--- config.mk ---
export PLATFORM = sky130hd
export DESIGN_NAME = zone_occupancy_key_detector_core
export DESIGN_NICKNAME = d
export VERILOG_FILES = /design/src/zokd_pkg.sv /design/src/zone_occupancy_key_detector_core.sv
export VERILOG_INCLUDE_DIRS = /design/src /design/src/src
export SDC_FILE = /design/constraint.sdc
export NUM_CORES = 2
export LEC_CHECK = 0
export BUFFER_PORTS_ARGS = -buffer_cell sky130_fd_sc_hd__buf_2
export CORE_MARGIN = 2
export CORE_UTILIZATION = 45
export CTS_BUF_LIST = sky130_fd_sc_hd__clkbuf_8
export DETAILED_ROUTE_END_ITERATION = 12
export SYNTH_ARGS = -nofsm -noshare
export SYNTH_HDL_FRONTEND = slang
export SYNTH_SLANG_ARGS = --single-unit
--- constraint.sdc ---
create_clock -name clk -period 13.7 [get_ports clk]
set_input_delay 2.055 -clock clk [delete_from_list [all_inputs] [get_ports clk]]
set_output_delay 2.055 -clock clk [all_outputs]
set_load 0.05 [all_outputs]
--- src/zone_occupancy_key_detector_core_defines.svh ---
// Assertion macros shared by the zone occupancy key detector RTL.
`ifndef ZONE_OCCUPANCY_KEY_DETECTOR_CORE_DEFINES_SVH
`define ZONE_OCCUPANCY_KEY_DETECTOR_CORE_DEFINES_SVH

// Checks that cons holds in the same cycle whenever ante holds.
`define ZOKD_ASSERT_SAME(lbl, clk_i, rstn_i, ante, cons, msg) \
	lbl: assert property (@(posedge clk_i) disable iff (!rstn_i) (ante) |-> (cons)) \
		else $error(msg);

// Checks that cons holds in the cycle after ante holds.
`define ZOKD_ASSERT_NEXT(lbl, clk_i, rstn_i, ante, cons, msg) \
	lbl: assert property (@(posedge clk_i) disable iff (!rstn_i) (ante) |=> (cons)) \
		else $error(msg);

`endif

--- src/zokd_pkg.sv ---
// Shared constants and the zone bound table of the zone occupancy key detector.
`default_nettype none
package zokd_pkg;

	localparam int ZONES_DEFAULT      = 14;
	localparam int COORD_BITS_DEFAULT = 10;
	localparam int BOUND_COUNT        = 15;
	localparam int BOUND_W            = 10;

	localparam int PIX_W         = 8;
	localparam int BAND_TOP_W    = 10;
	localparam int BAND_HEIGHT_W = 6;
	localparam int THRESH_W      = 8;
	localparam int FILL_W        = 4;
	localparam int FH_W          = FILL_W + BAND_HEIGHT_W;

	localparam int COUNT_W = 12;
	localparam logic [COUNT_W-1:0] COUNT_MAX = '1;
	localparam int MASK_W  = 14;
	localparam int NEED_W  = 17;
	localparam int WIDTH_W = 7;
	localparam int OUT_W   = ((2 * MASK_W + 7) / 8) * 8;

	localparam int GRAY_SUM_W  = 22;
	localparam int GRAY_SHIFT  = 14;
	localparam int GRAY_B      = 1868;
	localparam int GRAY_G      = 9617;
	localparam int GRAY_R      = 4899;
	localparam int GRAY_ROUND  = 8192;

	localparam int APB_DATA_W = 32;
	localparam int ADDR_W     = 4;
	localparam int REG_IDX_W  = 2;

	localparam logic [REG_IDX_W-1:0] REG_BAND_TOP    = 2'd0;
	localparam logic [REG_IDX_W-1:0] REG_BAND_HEIGHT = 2'd1;
	localparam logic [REG_IDX_W-1:0] REG_THRESHOLD   = 2'd2;
	localparam logic [REG_IDX_W-1:0] REG_FILL        = 2'd3;

	localparam logic [BAND_TOP_W-1:0]    RST_BAND_TOP    = 10'd333;
	localparam logic [BAND_HEIGHT_W-1:0] RST_BAND_HEIGHT = 6'd58;
	localparam logic [THRESH_W-1:0]      RST_THRESHOLD   = 8'd100;
	localparam logic [FILL_W-1:0]        RST_FILL        = 4'd7;

	// Left column edge of each zone; zone i spans [bound i, bound i+1).
	function automatic logic [BOUND_W-1:0] zone_bound(input int idx);
		logic [BOUND_W-1:0] b;
		case (idx)
			0:  b = 10'd66;
			1:  b = 10'd107;
			2:  b = 10'd145;
			3:  b = 10'd182;
			4:  b = 10'd215;
			5:  b = 10'd249;
			6:  b = 10'd284;
			7:  b = 10'd317;
			8:  b = 10'd349;
			9:  b = 10'd386;
			10: b = 10'd421;
			11: b = 10'd456;
			12: b = 10'd492;
			13: b = 10'd529;
			14: b = 10'd568;
			default: b = '0;
		endcase
		return b;
	endfunction

endpackage
`default_nettype wire

--- src/zone_occupancy_key_detector_core.sv ---
// Top level of the zone occupancy key detector: pixel pipeline, zone counters and judging.
`default_nettype none
`include "zone_occupancy_key_detector_core_defines.svh"

// The block watches a horizontal band of a BGR pixel stream, splits it into
// column zones and reports once per frame which zones are occupied by bright
// pixels. Each input beat carries one pixel with its column and row; tlast
// marks the last pixel of a frame. A pixel counts for its zone when its row
// lies in the band set by band_top and band_height and its BT.601 gray level
// is above pixel_threshold. On the tlast pixel, after that pixel is counted,
// every zone is judged: it is pressed when ten times its count exceeds
// fill_tenths times zone width times band height. One output beat then
// carries the pressed mask and the onset mask (zones pressed now but not in
// the previous frame), with bit n belonging to note n = ZONES-1-zone, and all
// counters clear. Pixels without tlast give no output beat. Counters
// saturate at 4095. The block takes one pixel per clock. A pixel passes an
// input register, a gray and zone decode stage, a counter update stage and a
// judging stage, and a frame's result is then loaded into the output register.
// The input side stalls only while a judged frame result waits behind an
// output beat that has not been taken. Configuration is to be written through
// the APB port only while no frame is in flight; the block does not enforce
// it. Registers sit at byte addresses 0, 4, 8 and 12.
module zone_occupancy_key_detector_core #(
	parameter int ZONES      = zokd_pkg::ZONES_DEFAULT,
	parameter int COORD_BITS = zokd_pkg::COORD_BITS_DEFAULT
) (
	input  wire logic                              clk,
	input  wire logic                              arst_n,
	input  wire logic                              s_tvalid,
	output logic                                   s_tready,
	// blue[7:0], green, red, column, row (COORD_BITS each), zero fill
	input  wire logic [((3*zokd_pkg::PIX_W+2*COORD_BITS+7)/8)*8-1:0] s_tdata,
	input  wire logic                              s_tlast,      // end_of_frame
	output logic                                   m_tvalid,
	input  wire logic                              m_tready,
	// pressed_mask[13:0], onset_mask[27:14], zero fill
	output logic [zokd_pkg::OUT_W-1:0]             m_tdata,
	input  wire logic                              psel,
	input  wire logic                              penable,
	input  wire logic                              pwrite,
	input  wire logic [zokd_pkg::ADDR_W-1:0]       paddr,
	input  wire logic [zokd_pkg::APB_DATA_W-1:0]   pwdata,
	output logic [zokd_pkg::APB_DATA_W-1:0]        prdata,
	output logic                                   pready
);

	localparam int PIX_W = zokd_pkg::PIX_W;
	localparam int CMP_W = (COORD_BITS > 10) ? COORD_BITS + 1 : 11;
	localparam int COUNT_W = zokd_pkg::COUNT_W;
	localparam int NEED_W = zokd_pkg::NEED_W;
	localparam int GSW = zokd_pkg::GRAY_SUM_W;
	localparam int MASK_W = zokd_pkg::MASK_W;

	// Configuration registers.
	logic [zokd_pkg::BAND_TOP_W-1:0]    band_top_q;
	logic [zokd_pkg::BAND_HEIGHT_W-1:0] band_height_q;
	logic [zokd_pkg::THRESH_W-1:0]      pixel_threshold_q;
	logic [zokd_pkg::FILL_W-1:0]        fill_tenths_q;
	logic [zokd_pkg::FH_W-1:0]          fh_q;
	logic                               cfg_write;

	assign pready    = 1'b1;
	assign cfg_write = psel & penable & pwrite;

	always_ff @(posedge clk or negedge arst_n) begin
		if (!arst_n) begin
			band_top_q        <= zokd_pkg::RST_BAND_TOP;
			band_height_q     <= zokd_pkg::RST_BAND_HEIGHT;
			pixel_threshold_q <= zokd_pkg::RST_THRESHOLD;
			fill_tenths_q     <= zokd_pkg::RST_FILL;
		end else if (cfg_write) begin
			case (paddr[zokd_pkg::ADDR_W-1 -: zokd_pkg::REG_IDX_W])
				zokd_pkg::REG_BAND_TOP:    band_top_q <= pwdata[zokd_pkg::BAND_TOP_W-1:0];
				zokd_pkg::REG_BAND_HEIGHT: band_height_q <= pwdata[zokd_pkg::BAND_HEIGHT_W-1:0];
				zokd_pkg::REG_THRESHOLD:   pixel_threshold_q <= pwdata[zokd_pkg::THRESH_W-1:0];
				zokd_pkg::REG_FILL:        fill_tenths_q <= pwdata[zokd_pkg::FILL_W-1:0];
				default: ;
			endcase
		end
	end

	always_comb begin
		case (paddr[zokd_pkg::ADDR_W-1 -: zokd_pkg::REG_IDX_W])
			zokd_pkg::REG_BAND_TOP:    prdata = zokd_pkg::APB_DATA_W'(band_top_q);
			zokd_pkg::REG_BAND_HEIGHT: prdata = zokd_pkg::APB_DATA_W'(band_height_q);
			zokd_pkg::REG_THRESHOLD:   prdata = zokd_pkg::APB_DATA_W'(pixel_threshold_q);
			zokd_pkg::REG_FILL:        prdata = zokd_pkg::APB_DATA_W'(fill_tenths_q);
			default:                   prdata = '0;
		endcase
	end

	// The product of fill and band height follows the registers in the next cycle,
	// well before any frame that uses it reaches the judging stage.
	always_ff @(posedge clk or negedge arst_n) begin
		if (!arst_n) begin
			fh_q <= zokd_pkg::FH_W'(zokd_pkg::RST_FILL * zokd_pkg::RST_BAND_HEIGHT);
		end else begin
			fh_q <= {{zokd_pkg::BAND_HEIGHT_W{1'b0}}, fill_tenths_q} *
				{{zokd_pkg::FILL_W{1'b0}}, band_height_q};
		end
	end

	// Pipeline flow control. Only a judged result stuck in stage 3 holds things up.
	logic valid_s1, valid_s2, valid_s3;
	logic m_valid_q;
	logic advance;

	assign advance  = !(valid_s3 && m_valid_q && !m_tready);
	assign s_tready = advance;
	assign m_tvalid = m_valid_q;

	// Stage 1: input register.
	logic [PIX_W-1:0]      blue_s1, green_s1, red_s1;
	logic [COORD_BITS-1:0] column_s1, row_s1;
	logic                  eof_s1;

	always_ff @(posedge clk or negedge arst_n) begin
		if (!arst_n) begin
			valid_s1 <= 1'b0;
		end else if (advance) begin
			valid_s1 <= s_tvalid;
		end
	end

	always_ff @(posedge clk) begin
		if (advance && s_tvalid) begin
			blue_s1   <= s_tdata[0 +: PIX_W];
			green_s1  <= s_tdata[PIX_W +: PIX_W];
			red_s1    <= s_tdata[2*PIX_W +: PIX_W];
			column_s1 <= s_tdata[3*PIX_W +: COORD_BITS];
			row_s1    <= s_tdata[3*PIX_W+COORD_BITS +: COORD_BITS];
			eof_s1    <= s_tlast;
		end
	end

	// Gray level, band test and zone decode.
	logic [GSW-1:0]   gray_sum;
	logic [PIX_W-1:0] gray;
	logic [CMP_W-1:0] row_ext, col_ext, band_lo, band_hi;
	logic             counts_pixel;
	logic [ZONES-1:0] zone_hit;

	assign gray_sum = GSW'(zokd_pkg::GRAY_B) * GSW'(blue_s1) +
		GSW'(zokd_pkg::GRAY_G) * GSW'(green_s1) +
		GSW'(zokd_pkg::GRAY_R) * GSW'(red_s1) +
		GSW'(zokd_pkg::GRAY_ROUND);
	assign gray    = gray_sum[zokd_pkg::GRAY_SHIFT +: PIX_W];
	assign row_ext = CMP_W'(row_s1);
	assign col_ext = CMP_W'(column_s1);
	assign band_lo = CMP_W'(band_top_q);
	assign band_hi = CMP_W'(band_top_q) + CMP_W'(band_height_q);
	assign counts_pixel = (row_ext >= band_lo) && (row_ext < band_hi) &&
		(gray > pixel_threshold_q);

	for (genvar z = 0; z < ZONES; z++) begin : g_hit
		if (z < zokd_pkg::BOUND_COUNT - 1) begin : g_bounded
			assign zone_hit[z] = counts_pixel &&
				(col_ext >= CMP_W'(zokd_pkg::zone_bound(z))) &&
				(col_ext < CMP_W'(zokd_pkg::zone_bound(z + 1)));
		end else begin : g_unbounded
			assign zone_hit[z] = 1'b0;
		end
	end

	// Stage 2: zone hit vector; the counters update here.
	logic [ZONES-1:0] hit_s2;
	logic             eof_s2;

	always_ff @(posedge clk or negedge arst_n) begin
		if (!arst_n) begin
			valid_s2 <= 1'b0;
		end else if (advance) begin
			valid_s2 <= valid_s1;
		end
	end

	always_ff @(posedge clk) begin
		if (advance && valid_s1) begin
			hit_s2 <= zone_hit;
			eof_s2 <= eof_s1;
		end
	end

	logic [COUNT_W-1:0] count_q  [ZONES];
	logic [COUNT_W-1:0] cnt_next [ZONES];
	logic [COUNT_W-1:0] cnt_s3   [ZONES];

	always_comb begin
		for (int z = 0; z < ZONES; z++) begin
			if (hit_s2[z] && (count_q[z] != zokd_pkg::COUNT_MAX)) begin
				cnt_next[z] = count_q[z] + COUNT_W'(1);
			end else begin
				cnt_next[z] = count_q[z];
			end
		end
	end

	// Counters clear once the last pixel of a frame has been counted.
	always_ff @(posedge clk or negedge arst_n) begin
		if (!arst_n) begin
			for (int z = 0; z < ZONES; z++) begin
				count_q[z] <= '0;
			end
		end else if (advance && valid_s2) begin
			for (int z = 0; z < ZONES; z++) begin
				count_q[z] <= eof_s2 ? '0 : cnt_next[z];
			end
		end
	end

	// Stage 3: final counts of a frame, judged against the fill threshold.
	always_ff @(posedge clk or negedge arst_n) begin
		if (!arst_n) begin
			valid_s3 <= 1'b0;
		end else if (advance) begin
			valid_s3 <= valid_s2 && eof_s2;
		end
	end

	always_ff @(posedge clk) begin
		if (advance && valid_s2 && eof_s2) begin
			for (int z = 0; z < ZONES; z++) begin
				cnt_s3[z] <= cnt_next[z];
			end
		end
	end

	logic [ZONES-1:0]  zone_press;
	logic [MASK_W-1:0] pressed;

	for (genvar z = 0; z < ZONES; z++) begin : g_judge
		if (z < zokd_pkg::BOUND_COUNT - 1) begin : g_bounded
			localparam logic [zokd_pkg::WIDTH_W-1:0] ZONE_WIDTH =
				zokd_pkg::WIDTH_W'(zokd_pkg::zone_bound(z + 1) - zokd_pkg::zone_bound(z));
			logic [NEED_W-1:0] need;
			logic [NEED_W-1:0] tenx;
			assign need = NEED_W'(fh_q) * NEED_W'(ZONE_WIDTH);
			assign tenx = (NEED_W'(cnt_s3[z]) << 3) + (NEED_W'(cnt_s3[z]) << 1);
			assign zone_press[z] = tenx > need;
		end else begin : g_unbounded
			assign zone_press[z] = 1'b0;
		end
	end

	// Note n belongs to zone ZONES-1-n.
	for (genvar n = 0; n < MASK_W; n++) begin : g_note
		if (n < ZONES) begin : g_used
			assign pressed[n] = zone_press[ZONES-1-n];
		end else begin : g_unused
			assign pressed[n] = 1'b0;
		end
	end

	// Output register and the previous frame's pressed mask.
	logic [MASK_W-1:0] pressed_q, onset_q, prev_q;

	always_ff @(posedge clk or negedge arst_n) begin
		if (!arst_n) begin
			m_valid_q <= 1'b0;
			prev_q    <= '0;
		end else begin
			if (m_valid_q && m_tready) begin
				m_valid_q <= 1'b0;
			end
			if (valid_s3 && advance) begin
				m_valid_q <= 1'b1;
				prev_q    <= pressed;
			end
		end
	end

	always_ff @(posedge clk) begin
		if (valid_s3 && advance) begin
			pressed_q <= pressed;
			onset_q   <= pressed & ~prev_q;
		end
	end

	assign m_tdata = zokd_pkg::OUT_W'({onset_q, pressed_q});

	// An onset is always also a press.
	`ZOKD_ASSERT_SAME(a_onset_in_pressed, clk, arst_n, m_valid_q, (onset_q & ~pressed_q) == '0, "onset bit without press")
	// The input side only stalls behind a waiting result.
	`ZOKD_ASSERT_SAME(a_stall_cause, clk, arst_n, !s_tready, m_valid_q && valid_s3, "input stalled without a waiting result")
	// The first zone's counter starts from zero after the last pixel of a frame.
	`ZOKD_ASSERT_NEXT(a_count_clear, clk, arst_n, advance && valid_s2 && eof_s2, count_q[0] == '0, "zone counter not cleared at frame end")
	// A judged frame lands in the output register and becomes the previous mask.
	`ZOKD_ASSERT_NEXT(a_result_load, clk, arst_n, valid_s3 && advance, m_valid_q && (prev_q == pressed_q), "frame result not loaded")

endmodule
`default_nettype wire

==> metrics <==
vias per inst=roughly 5.4; total CTS buffers=93; reg2reg setup slack=4.18 ns; initial antenna violation count=3; Synth area leader=ha_1; post-synthesis sequential area ratio=a little under a third; top area cells in the synthesized netlist=ha_1, edfxtp_1, dfrtp_1, fa_1, xnor2_1; Top delay family on crit path=adder cells; DR vias=approximately 33000; count of final max-slew check failures=0; setup bufs post-CTS=0; CORE AREA=96900 µm²; Mapped Avg Cell Area=9.68 µm²; critical-path maximum fanout=14; Final ANT Viol Nets=0; DIE WIDTH=around 320 µm; top_reg_cell synth=edfxtp_1; CTS tree=yes; synth warn=0; layout cell share with drive strength beyond 1=between 8 and 9%; DR iter-0 viols=1522; FF-to-FF End=hit_s2[5]; Final setup viols=0; Syn Inst Count=4548; largest family of logic cells by synthesized area=adder cells; DIE AREA=between 100000 and 150000 µm²; clock slew at reported path FFs=approximately 0.06 ns; hold_buf cts=0; fin util=49.2%; CP Data Arrival Time=10.06 ns; Layout fillers=9111; FF+latch count, synth=480; Post-synth ARST share=46.7%; Reg2Reg Depth=32; Detailed Route WL=slightly below 100000 µm; Post-CTS Resized=0; Max H-tree Level=3; Initial Utilization=45.5%; most numerous cell in the Yosys netlist=ha_1; Fin. Hold Viols=0; GRT Total Usage=between 20% and 30%; drc violations=0; grt ovf=0; achievable frequency=about 0.11 GHz; average wire per standard cell=around 16 µm; clk sinks=480; WP buf/inv=4; Setup TNS=0 ns; IO Count=~160; Synth Area in Simple Gates=roughly an eighth; DPL Wire Length=between 70000 and 80000 µm; slowest CP cell=fa_1; FF-to-FF Start=blue_s1[5]; min-delay src=eof_s1; Hold EP=eof_s2; Critical Path Start Type=flip-flop; clock root buffer master=clkbuf_8; Hold Path Class=reg2reg; num rows=114; synth unique cells=94; later-pin clock latency in the skew report=about 0.74 ns; share of Yosys cell area claimed by the top area cell type=19.7%; most instantiated cells after synthesis=ha_1, inv_1, nand2_1; Synth Area in Adders=a little over a quarter; worst-margin pin slew=1.06 ns; P&R area growth vs syn=8.27%; WS Path Type=reg2reg; PD cells=240 nW/µm²; skew final=0.0318 ns; hold path depth=0; I/O Buffers=a little over 100; max-cap violation count=0; Initial DRT Pass Iterations=6; XOR/XNOR Fraction of Synth Area=6.94%; relative slew slack=between 20% and 30%; setup repair after global routing missed its margin=no; Post-synth EDFFs=256; Mapped Area=44000 µm²; gpl congestion=0.839; Setup crit end kind=flip-flop; status=finished clean; mux cell area share after synthesis=1.92%; largest net degree at the start of global routing=108; CP max stage delay=0.56 ns; Die Span Y=317 µm; most used cell along the critical path=ha_1; Static Leak=22.2 nW; VDD IR-drop max=between 0.0003 and 0.0004 V; CP required=14.24 ns; Final min period=9.52 ns; vias in the first global route=32500; first-pass GRT wire length=164000 µm; Final Net Count=between 5000 and 6000; period utilisation layout=a little over two thirds; Max Root-Sink Buffers=3; Synth Area in Compound Gates=between 15 and 20%
logic make-up after synthesis:
family	Yosys count
and+or+nand+nor	1143
AOI/OAI and AO/OA	994
adders and majority gates	844
buffers and inverters	662
DFF	480
xor gates and xnor gates	349
muxes	74
other	2
how the worst max path moves through the flow:
stage	startpoint	endpoint	slack [ns]	cells past startpoint
CTS	blue_s1[5]	hit_s2[5]	4.05	32
floorplan	blue_s1[5]	hit_s2[8]	5.34	33
finish	blue_s1[5]	hit_s2[5]	4.18	32
global route	blue_s1[5]	hit_s2[5]	3.56	32
global placement	blue_s1[5]	hit_s2[5]	4.23	32
detailed placement	blue_s1[5]	hit_s2[5]	4.14	32
per-layer routing:
| metal | track usage [%] | share of wire (%) | vias to the layer above |
|---|---|---|---|
| met5 | 0 | 0 | - |
| met4 | 4.82 | 2.1 | 0 |
| met3 | 2.87 | 3.6 | 145 |
| met2 | 35.0 | 48 | 508 |
| met1 | 26.1 | 46 | 15500 |
| li1 | - | - | 16500 |
through the flow:
stage	cells	hold WS, ns	setup slack, ns	cell area [µm²]	total power, mW
final	5982	0.441	4.18	47700	11.4
after global routing	5982	0.464	3.56	47700	12.9
after CTS	5978	0.442	4.05	47700	11.6
after detailed placement	5803	0.427	4.14	45600	9.89
after global placement	5803	0.414	4.23	45600	9.74
after floorplan	4573	0.400	5.34	44100	7.99
layout by cell type, fill, tap and decap left out, types with 42 or more instances in the layout:
cell,n
nor3_1,103
o21ai_0,257
edfxtp_1,256
nor2_1,225
xnor2_1,221
nand2_1,328
buf_2,102
a21oi_1,210
nand4_1,96
nor2b_1,58
a21o_1,128
and3_1,55
ha_1,692
nand3_1,95
mux2_2,42
fa_1,152
a22o_1,58
dfrtp_1,204
xor2_1,128
clkbuf_8,99
inv_1,511
cell type report:
cell class	count	area (µm²)	area share (%)
Clock inverter	76	689	1.45
Inverter	494	1860	3.90
Tap cell	1276	1600	3.35
Timing Repair Buffer	122	668	1.40
Multi-Input combinational cell	3431	28200	59.1
Antenna cell	4	10.0	0.0210
Clock buffer	99	1360	2.86
Sequential cell	480	13300	27.9
flip-flops by register name, indices dropped and copies added (netlist names), 6 cells and up:
name,flops
band_height_q,6
band_top_q,10
blue_s1,8
cnt_s3,168
column_s1,10
count_q,168
fh_q,10
green_s1,8
hit_s2,14
onset_q,14
pixel_threshold_q,8
pressed_q,14
prev_q,14
red_s1,8
row_s1,10
where the power goes:
part	switching (mW)	internal [mW]
Sequential	0.202	1.75
Combinational	4.50	3.38
Clock	0.699	0.890
Total	5.40	6.02
Note: power is estimated with default switching activity, not from simulation.
